<file path="config.mk">
export PLATFORM = sky130hd
export DESIGN_NAME = tlbcp_front
export DESIGN_NICKNAME = d
export VERILOG_FILES = /design/src/rtl/tlbcp_pkg.sv /design/src/rtl/tlbcp_front.sv
export SDC_FILE = /design/constraint.sdc
export NUM_CORES = 1
export LEC_CHECK = 0
export BUFFER_PORTS_ARGS = -buffer_cell sky130_fd_sc_hd__buf_2
export CORE_AREA = 2 2 64 66
export CTS_CLUSTER_DIAMETER = 100
export DETAILED_ROUTE_END_ITERATION = 8
export DIE_AREA = 0 0 66 68
export PLACE_DENSITY = 0.71
export SLEW_MARGIN = 10
export SYNTH_ARGS = -nofsm -noshare
export SYNTH_HDL_FRONTEND = slang
export SYNTH_SLANG_ARGS = --single-unit
export TNS_END_PERCENT = 1
</file>
<file path="constraint.sdc">
create_clock -name clk -period 1.8 [get_ports clk]
set_input_delay 0.18 -clock clk [delete_from_list [all_inputs] [get_ports clk]]
set_output_delay 0.18 -clock clk [all_outputs]
set_load 0.05 [all_outputs]
</file>
<file path="src/rtl/tlbcp_pkg.sv">
`default_nettype none
// ----------------------------------------------------------------------------
// TLB clock translate package
// Shared constants and types for the TLB page translation block.
// ----------------------------------------------------------------------------
package tlbcp_pkg;
	localparam int TLB_ENTRIES_DEF  = 16;
	localparam int PAGE_COUNT_DEF   = 1024;
	localparam int OFFSET_WIDTH_DEF = 10;
	localparam int VA_WIDTH         = 20;
	localparam int FP_WIDTH         = 10;
	localparam int CNT_WIDTH        = 32;

	typedef enum logic [2:0] {
		ST_CLEAR,
		ST_IDLE,
		ST_LOOKUP,
		ST_TABLE,
		ST_SWEEP,
		ST_OUT
	} back_state_t;
endpackage
`default_nettype wire

</file>
<file path="src/rtl/tlbcp_front.sv">
`default_nettype none
// ----------------------------------------------------------------------------
// TLB clock translate front end
// Accepts addresses and splits them into page and offset in a two-entry queue.
// ----------------------------------------------------------------------------
module tlbcp_front #(
	parameter int PAGE_W = 10,
	parameter int OFFSET_WIDTH = 10
) (
	input  wire logic                                 clk,
	input  wire logic                                 arst_n,
	input  wire logic                                 valid,
	output logic                                      stall,
	input  wire logic [tlbcp_pkg::VA_WIDTH-1:0]       virtual_address,
	output logic                                      q_valid,
	input  wire logic                                 q_take,
	output logic [PAGE_W-1:0]                         q_page,
	output logic [OFFSET_WIDTH-1:0]                   q_offset
);
	logic [PAGE_W-1:0] page_q [2];
	logic [OFFSET_WIDTH-1:0] off_q [2];
	logic rd_q, wr_q;
	logic [1:0] cnt_q;
	logic push, pop;
	logic [tlbcp_pkg::VA_WIDTH-1:0] hi;

	assign stall = (cnt_q == 2'd2);
	assign push = valid && !stall;
	assign pop = q_take && q_valid;
	assign q_valid = (cnt_q != 2'd0);
	assign q_page = page_q[rd_q];
	assign q_offset = off_q[rd_q];
	assign hi = virtual_address >> OFFSET_WIDTH;

	always_ff @(posedge clk or negedge arst_n) begin
		if (!arst_n) begin
			rd_q <= 1'b0;
			wr_q <= 1'b0;
			cnt_q <= 2'd0;
		end else begin
			if (push) wr_q <= ~wr_q;
			if (pop) rd_q <= ~rd_q;
			cnt_q <= cnt_q + {1'b0, push} - {1'b0, pop};
		end
	end

	always_ff @(posedge clk) begin
		if (push) begin
			page_q[wr_q] <= hi[PAGE_W-1:0];
			off_q[wr_q] <= virtual_address[OFFSET_WIDTH-1:0];
		end
	end
endmodule
`default_nettype wire

</file>
Word-level counts from Yosys, hierarchy flattened
Memory sizes are Yosys's and may differ from the RTL's.
Index checks and enable logic that the tools add are counted.
{"block": "word_totals", "output_inout_bits": 22, "in_bits": 24, "n_memories": 2, "regBits": 4, "wordCells": 16, "ram_bits": 40}
{"block": "op_classes", "n_bitwise": 2, "muxes": 2, "eq_ne": 1, "n_reduce_logical": 4, "addsub": 2}
{"name": "off_q", "depth": 2, "word_bits": 10, "rd": 1, "rd_ports_with_merged_regs": 0, "wr": 1, "line_no": "tlbcp_front.sv:21", "source": "logic [OFFSET_WIDTH-1:0] off_q [2];"}
{"name": "page_q", "depth": 2, "word_bits": 10, "rd": 1, "rd_ports_with_merged_regs": 0, "wr": 1, "line_no": "tlbcp_front.sv:20", "source": "logic [PAGE_W-1:0] page_q [2];"}
{"op": "adder 2 x 1 -> 2 bit", "n": 1}
{"op": "equality test 2 bit, second input constant", "n": 1}
{"op": "logical AND 1 bit", "n": 2}
{"op": "2-to-1 mux 1 bit", "n": 2}
{"op": "inverter 1 bit", "n": 2}
{"op": "nonzero test 2 bit", "n": 1}
{"op": "subtractor 2 x 1 -> 2 bit", "n": 1}
{"op": "zero test 1 bit", "n": 1}

Longest topological paths before layout
Gate-level depths: netlist of the first run.
{"block": "logic_depth", "depth_word": 5, "ltp_mapped": 7, "ltp_nobuf": 7}

Least setup slack after synthesis of the first run
OpenSTA, ideal clock, no wires.
{"block": "synth_timing", "path_type": "register -> register", "startpoint": "register cnt_q[1]", "endpoint": "memory off_q[0][0] (enable)", "n_path_buf": 0, "synth_period_minus_slack_ns": 1.851, "setup_slack_ns": -0.051, "stages_incl_launch_ff": 4, "setup_time_ns": 0.397, "arrival_ns": 1.454, "t_required_ns": 1.403, "cell_sequence": "dfrtp_1 -> nand2b_1 -> nand2_1 -> nor2_1"}
{"block": "synth_between", "elab_chain_len": 5}
{"element": "start, declared", "line_no": "tlbcp_front.sv:23", "source": "logic [1:0] cnt_q;"}
{"element": "start signal, assigned", "line_no": "tlbcp_front.sv:43", "source": "cnt_q <= cnt_q + {1'b0, push} - {1'b0, pop};"}
{"element": "equality test 2 bit", "line_no": "tlbcp_front.sv:27", "source": "assign stall = (cnt_q == 2'd2);"}
{"element": "zero test 1 bit", "line_no": "tlbcp_front.sv:28", "source": "assign push = valid && !stall;"}
{"element": "logical AND 1 bit", "line_no": "tlbcp_front.sv:28"}
{"element": "2-to-1 mux 1 bit", "line_no": "tlbcp_front.sv:48", "source": "if (push) begin"}
{"element": "2-to-1 mux 1 bit (not written as such)", "line_no": "tlbcp_front.sv:50", "source": "off_q[wr_q] <= virtual_address[OFFSET_WIDTH-1:0];"}
{"element": "end, declared", "line_no": "tlbcp_front.sv:21"}
No other way between the ends.

Worst setup path after layout of the first run
{"block": "layout_timing", "startpoint": "register cnt_q[1]", "endpoint": "register cnt_q[1]"}
{"block": "layout_between", "word_cells_on_any_way": 7, "cone_classes": "add/sub (2); eq/ne (1); reduce/logical (4)"}
{"element": "nonzero test 2 bit", "line_no": "tlbcp_front.sv:30", "source": "assign q_valid = (cnt_q != 2'd0);"}
{"element": "logical AND 1 bit", "line_no": "tlbcp_front.sv:29", "source": "assign pop = q_take && q_valid;"}
{"element": "net pop", "line_no": "tlbcp_front.sv:24", "source": "logic push, pop;"}
{"element": "subtractor 2 x 1 -> 2 bit", "line_no": "tlbcp_front.sv:43"}
The timed path passes the listed nets, and every way through them passes these cells.
A chain may end at the register's enable or synchronous reset.

==> results of run 1 <==
repair_timing:
item | in CTS | in global routing
hold buffers | 1 | 0
endpoints found under the hold margin | 4 | 0
gates resized for setup | 0 | 0
Yosys cell counts:
| cell | n | area share (%) |
|---|---|---|
| sky130_fd_sc_hd__buf_4 | 2 | 0.91 |
| sky130_fd_sc_hd__mux2_2 | 20 | 14 |
| sky130_fd_sc_hd__nand2b_1 | 1 | 0.38 |
| sky130_fd_sc_hd__ha_1 | 2 | 1.5 |
| sky130_fd_sc_hd__or2_4 | 1 | 0.53 |
| sky130_fd_sc_hd__inv_1 | 2 | 0.46 |
| sky130_fd_sc_hd__and2_4 | 1 | 0.53 |
| sky130_fd_sc_hd__and3_1 | 1 | 0.38 |
| sky130_fd_sc_hd__dfrtp_1 | 4 | 6.1 |
| sky130_fd_sc_hd__nor2_1 | 1 | 0.23 |
| sky130_fd_sc_hd__nand2_1 | 1 | 0.23 |
| sky130_fd_sc_hd__xor2_1 | 1 | 0.53 |
| sky130_fd_sc_hd__edfxtp_1 | 40 | 73 |
| sky130_fd_sc_hd__xnor2_1 | 3 | 1.6 |
worst max-delay path by stage:
stage	endpoint	slack, ns	cells past startpoint
final	cnt_q[1]$_DFF_PN0_	0.09	7
after global routing	cnt_q[1]$_DFF_PN0_	0.01	7
after CTS	cnt_q[1]$_DFF_PN0_	0.08	7
after detailed placement	cnt_q[1]$_DFF_PN0_	0.10	7
after global placement	cnt_q[1]$_DFF_PN0_	0.16	7
after floorplan	cnt_q[1]$_DFF_PN0_	0.07	7
power breakdown:
part / switching [mW] / total (mW) / internal [mW]
clock network: 0.284 / 0.540 / 0.256
registers: 0.0729 / 1.48 / 1.41
logic: 1.23 / 1.76 / 0.534
final cells by class:
cell class,count,area share [%]
well taps,50,3.058
inverters,2,0.3670
repair buffers,51,13.33
clock buffers,5,3.364
clock inverters,2,0.3670
multi-input cells,32,15.90
flip-flops and latches,44,63.61
state kept, by name, indices dropped and copies added (netlist names):
| signal | cells |
|---|---|
| cnt_q | 2 |
| off_q | 20 |
| page_q | 20 |
| rd_q | 1 |
| wr_q | 1 |
cells by family (layout without fill, tap and decap cells):
family	Yosys count	after routing	share of synthesized area, %
XOR/XNOR	4	4	2.128
AND/OR/NAND/NOR	6	6	2.280
adder cells (fa/ha/maj)	2	2	1.520
buffers and inverters	4	60	1.368
flip-flops	44	44	79.03
multiplexers	20	20	13.68
stage by stage:
step                instance area (um2)  total power, mW  util, %  setup slack [ns]
floorplan                          1649            2.902        -           0.07338
global placement                   1959            3.247    50.81            0.1642
detailed placement                 1959            3.289    50.81            0.1018
CTS                                2046            3.834    53.05           0.07921
global route                       2046            3.974    53.05          0.009822
finish                             2046            3.783    53.05           0.09009
placed cells by master (no fill, tap or decap), types with 2 or more instances in the layout:
cell / instances
sky130_fd_sc_hd__clkbuf_8: 5
sky130_fd_sc_hd__inv_1: 2
sky130_fd_sc_hd__buf_2: 45
sky130_fd_sc_hd__mux2_2: 20
sky130_fd_sc_hd__edfxtp_1: 40
sky130_fd_sc_hd__clkinv_1: 2
sky130_fd_sc_hd__xnor2_1: 3
sky130_fd_sc_hd__ha_1: 2
sky130_fd_sc_hd__buf_4: 5
sky130_fd_sc_hd__dfrtp_1: 4
per-layer routing:
metal  share of wire (%)  routed length [um]
met1                  41                1014
met2                  50                1261
met3                 7.8                 194
met4                 1.2                  29
met5                   0                   0
==> impl_summary.txt, run 1 <==
----------------------------------------------------
[Outcome]
  Result of the run ... finished clean

[Hold path]
  Hold path startpoint ... virtual_address[17]
  Classification of the worst-slack hold path ... input port to flop
  Hold EP ... page_q[1][7]$_DFFE_PP_
  Number of stages on the worst hold path ... 1

[Setup path]
  Required @ worst endpoint ... between 2 and 2.5 ns
  Worst path bufs/invs ... 1
  FF-to-FF path depth ... 7
  Critical path launch point type ... flop
  Worst endpoint data arrival time ... approximately 1.9 ns
  Worst setup path category ... flop to flop
  Origin of the critical flop-to-flop path ... cnt_q[1]$_DFF_PN0_
  R2r endpoint ... cnt_q[1]$_DFF_PN0_
  Cells traversed along the worst timing path ... or2_4 -> and2_4 -> ha_1 -> inv_1 -> ha_1 -> xnor2_1 -> xnor2_1
  Endpoint type of the worst setup path ... flop
  Timing startpoint of the critical path ... cnt_q[1]$_DFF_PN0_
  Setup slack of the worst register-to-register path ... approximately 0.090 ns
  Max FO, Critical Path ... 3
  Largest delay share family, worst path ... simple AND/OR/NAND/NOR gates
  Cell with the largest stage delay on the worst path ... sky130_fd_sc_hd__dfrtp_1
  Largest stage delay on the critical path ... 0.42 ns

[Pwr]
  Worst vdd ir ... about 0.00096 V
  Power Dens Cells ... between 1500 and 2000 nW/um2
  Pleak ... 0.8026 nW

[Routing]
  Per-cell routed wire length ... 13.44 um
  Post-detailed-route count of antenna-violating nets ... 0
  First drt pass iteration count ... 4
  Iteration-0 DRC count of the detailed router ... 21
  Total Wirelength ... between 2000 and 3000 um
  Detail-routed via count per cell ... 4.618
  Number of vias in the routed layout ... 859
  Drt drc ... 0

[Global route]
  Pin count of the biggest net entering global routing ... 22
  Vias in the first global route ... ~870
  Met1 layer usage reported by global route ... a little over an eighth
  GRT busiest layer ... met2
  Global-route met3 utilization ... approximately 5.8%
  Initial antenna violation count ... 0
  Global-route wire length before repair ... around 3800 um
  Global route overflow ... 0
  Global routing met2 resource utilization ... between 10% and 20%
  Total global routing track utilization ... around an eighth

[Floorplan]
  Die footprint ... between 4000 and 5000 um2
  Die boundary width ... around 66 um
  Number of standard-cell rows in the floorplan ... 23
  Area of the core ... ~3900 um2
  Die Ht ... 68 um
  Number of top-level pins ... 46
  Initial Utilization ... a little over two fifths

[STA]
  Worst setup skew after layout ... 0.004425 ns
  Final critical delay including setup and external delays ... around 1.7 ns
  Final Hold Fails ... 0
  Max frequency ... 584.8 MHz
  Total Neg Setup Slack ... 0 ns
  RSZ-0062 raised after global routing ... false
  Worst hold slack after final layout ... 0.08113 ns
  Rel. slew slack ... between 80% and 90%
  Share of the cycle needed by the critical path after routing ... 95.00%
  Number of max-slew violations in the final report ... 0
  Measured slew at the worst slew-check pin ... 0.2813 ns
  Final setup violation count ... 0

[Clock network]
  CTS max path bufs ... 2
  Count of buffers added by post-CTS timing repair for setup ... 0
  Clock latency at the later pin of the worst-skew pair ... around 0.28 ns
  Clock sink count ... 44
  TritonCTS clock tree ... built
  Cts bufs inserted ... 5
  Number of H-tree branching levels ... 2
  Clk slew on worst S/H paths ... 0.07 ns
  Library cell used as clock root buffer ... sky130_fd_sc_hd__clkbuf_8

[Cells and area]
  Non-filler instance count after layout ... around 190
  Filler cell count in the final layout ... about 350
  Register area ... approximately 1300 um2
  Area delta synth->final ... 24.24%
  Fraction of layout cells with a size suffix above 1 ... a little under three fifths
  Footprint of the multi-input gates ... 325.3 um2
  Net count, final ... about 160
  Ant. Diodes ... 0

[Run]
  Total of max-cap violations ... 0

[Synth]
  Post-synth design cell area ... about 1600 um2
  Average cell area after synthesis ... between 20 and 25 um2
  Library cells used by synthesis ... 14
  Total of flip-flops plus latches after synthesis ... 44
  Synthesized net count ... between 100 and 150
  Cells after Synth ... 80
  Share of synthesized area occupied by flip-flops and latches ... approximately four fifths
  Warnings, synthesis ... 0

[Place]
  Number of port buffers ... 45
  Global placement routability congestion ... around 0.64
  Post-detailed-placement half-perimeter wirelength ... approximately 1800 um
  Placed Instances ... 178

----------------------------------------------------
Note: power is estimated with default switching activity, not from simulation.
==> run 2: changes to the inputs <==
Settings changed: ABC_AREA from default to 1, CORE_AREA 2 2 64 66 to 2 2 65 67, DIE_AREA 0 0 66 68 to 0 0 67 69.
==> run 2 against run 1 <==
  * Register-to-register slack improved by 0.29 ns
  * Non-clock buffer count decreased by 2
  * Cell area increased by 2.0%
  * Hold slack got worse by 0.0038 ns
  * Clock-buffer cell count increased by 1
  * Wire length increased by 2.2%
  * Clock skew decreased by 0.0013 ns
  * Fmax increased by 9.7%
  * Critical endpoint is now q_offset[1]
  * Largest cell class unchanged
  * Highest routed layer unchanged
==> impl_summary.txt, run 2 <==
----------------------------------------------------
[Synth]
  Post-Synth XOR/XNOR Area ... 0%
  Post-synth design cell area ... around 1700 um2
  Cell taking the most area after synthesis ... sky130_fd_sc_hd__edfxtp_1
  Adder-cell share of the synthesized area ... roughly 1.5%
  Fraction of the mapped netlist area in compound gates ... 0%
  Share of synthesized area spent on multiplexers ... 0%
  Synth top cells by count ... sky130_fd_sc_hd__nand2_1, sky130_fd_sc_hd__edfxtp_1, sky130_fd_sc_hd__inv_1
  Synth Area in Simple Gates ... 17.28%
  Largest family of logic cells by synthesized area ... simple AND/OR/NAND/NOR gates
  Number of flops mapped to enable cells by yosys ... 40
  Share of synthesized area occupied by flip-flops and latches ... around three quarters
  Most frequent cell after synthesis ... sky130_fd_sc_hd__nand2_1
  Main synth FF type ... sky130_fd_sc_hd__edfxtp_1
  Portion of synthesized cell area occupied by the leading cell type ... a little under three quarters
  Warnings, synthesis ... 0
  Library cells used by synthesis ... 10
  Synthesized net count ... about 160
  Total of flip-flops plus latches after synthesis ... between 40 and 50
  Proportion of register bits with asynchronous set or reset after synthesis ... between 9 and 10%
  Cells after Synth ... roughly 140
  Average cell area after synthesis ... 12.37 um2
  Main area contributors after synthesis ... sky130_fd_sc_hd__edfxtp_1, sky130_fd_sc_hd__nand2_1, sky130_fd_sc_hd__dfrtp_1

[Setup path]
  Required @ worst endpoint ... about 1.6 ns
  Max FO, Critical Path ... 21
  Endpoint type of the worst setup path ... output port
  Critical path launch point type ... flop
  Worst endpoint data arrival time ... approximately 1.4 ns
  Worst setup path category ... flop to output port

[Cells and area]
  Net count, final ... approximately 220
  Most used cells in the layout excluding fill and tap cells ... sky130_fd_sc_hd__nand2_1, sky130_fd_sc_hd__buf_2, sky130_fd_sc_hd__edfxtp_1
  Largest regs ... off_q: 20 flops, page_q: 20 flops, cnt_q: 2 flops
  Register area ... approximately 1300 um2
  Non-filler instance count after layout ... 240
  Most common cell after layout, fill and taps aside ... sky130_fd_sc_hd__nand2_1
  Area delta synth->final ... 23.19%
  Fraction of layout cells with a size suffix above 1 ... a little under a third
  Ant. Diodes ... 0
  Footprint of the multi-input gates ... 320.3 um2
  Filler cell count in the final layout ... about 360

[Global route]
  Global-route wire length before repair ... between 4000 and 5000 um
  Pin count of the biggest net entering global routing ... 22
  Initial antenna violation count ... 0
  Vias in the first global route ... slightly above 900
  Global route overflow ... 0
  Total global routing track utilization ... between 10 and 15%

[Clock network]
  Library cell used as clock root buffer ... sky130_fd_sc_hd__clkbuf_8
  Number of H-tree branching levels ... 2
  CTS max path bufs ... 2
  Clock latency at the later pin of the worst-skew pair ... roughly 0.29 ns
  Clk slew on worst S/H paths ... 0.07 ns
  Clock sink count ... between 40 and 50
  Count of buffers added by post-CTS timing repair for setup ... 0
  TritonCTS clock tree ... built
  Cts bufs inserted ... 5
  Count of cells resized by post-cts repair ... 0

[Routing]
  Detail-routed via count per cell ... between 4 and 5
  Iteration-0 DRC count of the detailed router ... 52
  Per-cell routed wire length ... 10.65 um
  Amount of wire on met2 after detailed routing ... 1285 um
  Total Wirelength ... about 2600 um
  Met1 Routed Length ... roughly 1100 um
  Highest routed metal layer ... met4
  Number of vias in the routed layout ... ~1000
  Drt drc ... 0
  First drt pass iteration count ... 4
  Post-detailed-route count of antenna-violating nets ... 0
  Length of routed met3 wiring ... 172 um

[STA]
  Final setup violation count ... 0
  Rel. slew slack ... 76.17%
  Share of the cycle needed by the critical path after routing ... about 87%
  Final Hold Fails ... 0
  Worst setup skew after layout ... 0.003080 ns
  Number of max-slew violations in the final report ... 0
  RSZ-0062 raised after global routing ... false
  Final critical delay including setup and external delays ... roughly 1.6 ns
  Max frequency ... ~640 MHz
  Measured slew at the worst slew-check pin ... about 0.36 ns
  Total Neg Setup Slack ... 0 ns

[Outcome]
  Result of the run ... finished clean

[Floorplan]
  Die footprint ... 4623 um2
  Die Ht ... ~69 um
  Die boundary width ... between 60 and 70 um
  Area of the core ... 3914 um2
  Initial Utilization ... a little over two fifths
  Number of top-level pins ... 46
  Number of standard-cell rows in the floorplan ... 23

[Place]
  Placed Instances ... ~230
  Post-detailed-placement half-perimeter wirelength ... about 1700 um
  Number of port buffers ... 45
  Global placement routability congestion ... ~0.75

[Run]
  Total of max-cap violations ... 0

[Hold path]
  Classification of the worst-slack hold path ... input port to flop

----------------------------------------------------
-- run 2: changes by cell type in the layout (fill, tap and decap cells not counted), sizes merged, moves of 2 or more --
cell	change
buf	-2
inv	+8
mux2	-20
nand2	+72
nand3	+3
xnor2	-3
-- run 2: routing by layer --
| layer | track usage [%] | vias up |
|---|---|---|
| met1 | 14.35 | 462 |
| met4 | 4.762 | 0 |
| met2 | 19.69 | 29 |
| li1 | - | 548 |
| met5 | 0 | - |
| met3 | 4.731 | 4 |
-- run 2: logic make-up (layout without fill, tap and decap cells) --
group                      after synthesis  in the layout
buffers and inverters                   14             67
adders and majority gates                2              2
and+or+nand+nor                         77             77
DFF                                     44             44
-- run 2: what timing repair did --
| action | 4_1_cts | 5_1_grt |
|---|---|---|
| hold buffers | 1 | 0 |
| hold endpoints to repair | 4 | 0 |
| setup endpoints to repair | 0 | 0 |
-- run 2: per-stage QoR --
stage	hold WS (ns)	worst slack (ns)	utilization (%)	area (um2)
after detailed placement	-0.003303	0.4096	50.32	1969
after CTS	0.06744	0.2130	53.32	2087
final	0.07733	0.2419	53.32	2087
after floorplan	-0.1156	0.1329	-	1697
after global routing	0.06259	0.09439	53.32	2087
after global placement	-0.007595	0.4484	50.32	1969
-- run 2: final cells by class --
| class | count | share of cell area (%) |
|---|---|---|
| clock buffers | 6 | 3.477 |
| flip-flops and latches | 44 | 62.35 |
| clock inverters | 2 | 1.679 |
| repair buffers | 49 | 12.35 |
| multi-input cells | 79 | 15.35 |
| inverters | 10 | 1.799 |
| well taps | 50 | 2.998 |
-- run 2: worst max-delay path, stage by stage, from the launching register on --
cell and delay, ns:
sky130_fd_sc_hd__dfrtp_1 0.39, sky130_fd_sc_hd__inv_2 0.28, sky130_fd_sc_hd__nand2_1 0.09, sky130_fd_sc_hd__nand2_1 0.08
sky130_fd_sc_hd__buf_2 0.26
-- run 2: final timing paths --
kind | start | end | slack (ns) | depth (start not counted)
hold reg to reg | wr_q$_DFFE_PN0N_ | wr_q$_DFFE_PN0N_ | 0.48 | 2
hold / removal | virtual_address[9] | off_q[0][9]$_DFFE_PP_ | 0.08 | 1
max in group asynchronous | arst_n | cnt_q[0]$_DFF_PN0_ | 1.45 | 2
setup / recovery | rd_q$_DFFE_PN0P_ | q_offset[1] | 0.24 | 4
min in group asynchronous | arst_n | wr_q$_DFFE_PN0N_ | 0.22 | 2
setup reg to reg | cnt_q[1]$_DFF_PN0_ | cnt_q[1]$_DFF_PN0_ | 0.38 | 10
Power of run 2 is not shown: default switching activity piles up to over one toggle a cycle in this logic, so the estimate is an artifact.
==> run 3: changes to the inputs <==
Settings changed: CAP_MARGIN from default to 30, CTS_BUF_LIST from default to sky130_fd_sc_hd__clkbuf_8.
==> run 3 against run 2 <==
  * Cell area unchanged
  * First-iteration DRC count unchanged
  * Die area unchanged
  * Fmax decreased by 0.16%
  * Critical endpoint unchanged
  * Setup slack got worse by 0.0024 ns
  * Sequential share of layout area unchanged
  * Wire length increased by 0.39%
  * Hold slack about the same
  * Global-route usage unchanged
==> impl_summary.txt, run 3 (same netlist as run 2, synthesis figures left out) <==
----------------------------------------------------
[Setup path]
  Worst endpoint data arrival time ... ~1.4 ns
  Origin of the critical flop-to-flop path ... cnt_q[1]$_DFF_PN0_
  Worst setup path category ... flop to output port
  R2r endpoint ... cnt_q[1]$_DFF_PN0_
  Max FO, Critical Path ... 21
  Endpoint type of the worst setup path ... output port
  Critical path launch point type ... flop
  FF-to-FF path depth ... 10
  Setup slack of the worst register-to-register path ... ~0.38 ns
  Required @ worst endpoint ... around 1.6 ns

[Routing]
  First drt pass iteration count ... 4
  Iteration-0 DRC count of the detailed router ... 52
  Detail-routed via count per cell ... 4.346
  Number of vias in the routed layout ... 1043
  Total Wirelength ... between 2000 and 3000 um
  Drt drc ... 0
  Per-cell routed wire length ... 10.69 um
  Post-detailed-route count of antenna-violating nets ... 0

[Floorplan]
  Area of the core ... slightly below 4000 um2
  Die boundary width ... approximately 67 um
  Initial Utilization ... 43.29%
  Die footprint ... between 4000 and 5000 um2
  Number of top-level pins ... 46
  Number of standard-cell rows in the floorplan ... 23
  Die Ht ... 69 um

[Cells and area]
  Most used cells in the layout excluding fill and tap cells ... sky130_fd_sc_hd__nand2_1, sky130_fd_sc_hd__buf_2, sky130_fd_sc_hd__edfxtp_1
  Filler cell count in the final layout ... around 360
  Most common cell after layout, fill and taps aside ... sky130_fd_sc_hd__nand2_1
  Area delta synth->final ... 23.19%
  Footprint of the multi-input gates ... about 320 um2
  Largest regs ... off_q: 20 flops, page_q: 20 flops, cnt_q: 2 flops
  Register area ... roughly 1300 um2
  Fraction of layout cells with a size suffix above 1 ... about 30%
  Ant. Diodes ... 0
  Final non-filler cell area ... ~2100 um2
  Net count, final ... between 200 and 250

[Global route]
  Pin count of the biggest net entering global routing ... 22
  Global-route wire length before repair ... 4126 um
  Global route overflow ... 0
  Vias in the first global route ... ~910
  Initial antenna violation count ... 0
  Total global routing track utilization ... between 10 and 15%

[Run]
  Total of max-cap violations ... 0

[STA]
  Max frequency ... approximately 640 MHz
  Total Neg Setup Slack ... 0 ns
  Rel. slew slack ... around 76%
  RSZ-0062 raised after global routing ... false
  Number of max-slew violations in the final report ... 0
  Final critical delay including setup and external delays ... approximately 1.6 ns
  Share of the cycle needed by the critical path after routing ... 86.69%
  Measured slew at the worst slew-check pin ... approximately 0.36 ns
  Final Hold Fails ... 0
  Final setup violation count ... 0
  Worst setup skew after layout ... between 0.002 and 0.0025 ns

[Clock network]
  Clk slew on worst S/H paths ... ~0.07 ns
  Number of H-tree branching levels ... 2
  Clock sink count ... between 40 and 50
  CTS max path bufs ... 2
  Clock latency at the later pin of the worst-skew pair ... between 0.2 and 0.3 ns
  Cts bufs inserted ... 5
  Library cell used as clock root buffer ... sky130_fd_sc_hd__clkbuf_8
  TritonCTS clock tree ... built

[Hold path]
  Classification of the worst-slack hold path ... input port to flop
  Hold EP ... off_q[0][9]$_DFFE_PP_
  Number of stages on the worst hold path ... 1
  Hold path startpoint ... virtual_address[9]

[Place]
  Post-detailed-placement half-perimeter wirelength ... 1710 um
  Global placement routability congestion ... around 0.75
  Number of port buffers ... 45
  Dpl cell area ... 1969 um2

[Outcome]
  Result of the run ... finished clean

----------------------------------------------------
-- run 3: cell types whose count changed in the layout (fill, tap and decap cells not counted), sizes merged --
cell,change
clkbuf,-1
inv,+1
-- run 3: routing by layer --
| metal | track usage [%] | part of all wire, % | vias to the layer above |
|---|---|---|---|
| met2 | 19.69 | 50 | 29 |
| met5 | 0 | 0 | - |
| met1 | 14.35 | 42 | 462 |
| li1 | - | - | 548 |
| met4 | 4.762 | 1.2 | 0 |
| met3 | 4.731 | 6.7 | 4 |
-- run 3: metrics by stage --
step / setup slack [ns] / hold WS [ns] / utilization (%) / cells
after floorplan: 0.1329 / -0.1156 / - / 137
final: 0.2395 / 0.07727 / 53.32 / 240
after global routing: 0.09439 / 0.06259 / 53.32 / 240
after detailed placement: 0.4096 / -0.003303 / 50.32 / 231
after CTS: 0.2130 / 0.06744 / 53.32 / 240
after global placement: 0.4484 / -0.007595 / 50.32 / 231
-- run 3: worst max-delay path, stage by stage, from the launching register on --
cell and delay (ns):
sky130_fd_sc_hd__dfrtp_1 0.39, sky130_fd_sc_hd__inv_2 0.28, sky130_fd_sc_hd__nand2_1 0.09, sky130_fd_sc_hd__nand2_1 0.08, sky130_fd_sc_hd__buf_2 0.26
-- run 3: how the worst max path moves through the flow --
stage	start	to	depth (start not counted)
global route	rd_q$_DFFE_PN0P_	q_page[5]	4
CTS	rd_q$_DFFE_PN0P_	q_offset[1]	4
detailed placement	cnt_q[1]$_DFF_PN0_	cnt_q[1]$_DFF_PN0_	10
floorplan	cnt_q[1]$_DFF_PN0_	cnt_q[1]$_DFF_PN0_	10
global placement	cnt_q[1]$_DFF_PN0_	cnt_q[1]$_DFF_PN0_	10
finish	rd_q$_DFFE_PN0P_	q_offset[1]	4
-- run 3: timing repair --
item                      in CTS  in global routing
hold buffers                   1                  0
hold endpoints to repair       4                  0
setup buffers                  0                  0
resized for setup              0                  0
-- run 3: area by class of cell --
type | instances | area share [%]
flip-flops and latches | 44 | 62.35
multi-input cells | 79 | 15.35
repair buffers | 49 | 12.35
clock buffers | 5 | 3.297
well taps | 50 | 2.998
clock inverters | 3 | 1.859
inverters | 10 | 1.799
Power of run 3 is left out for the same reason.
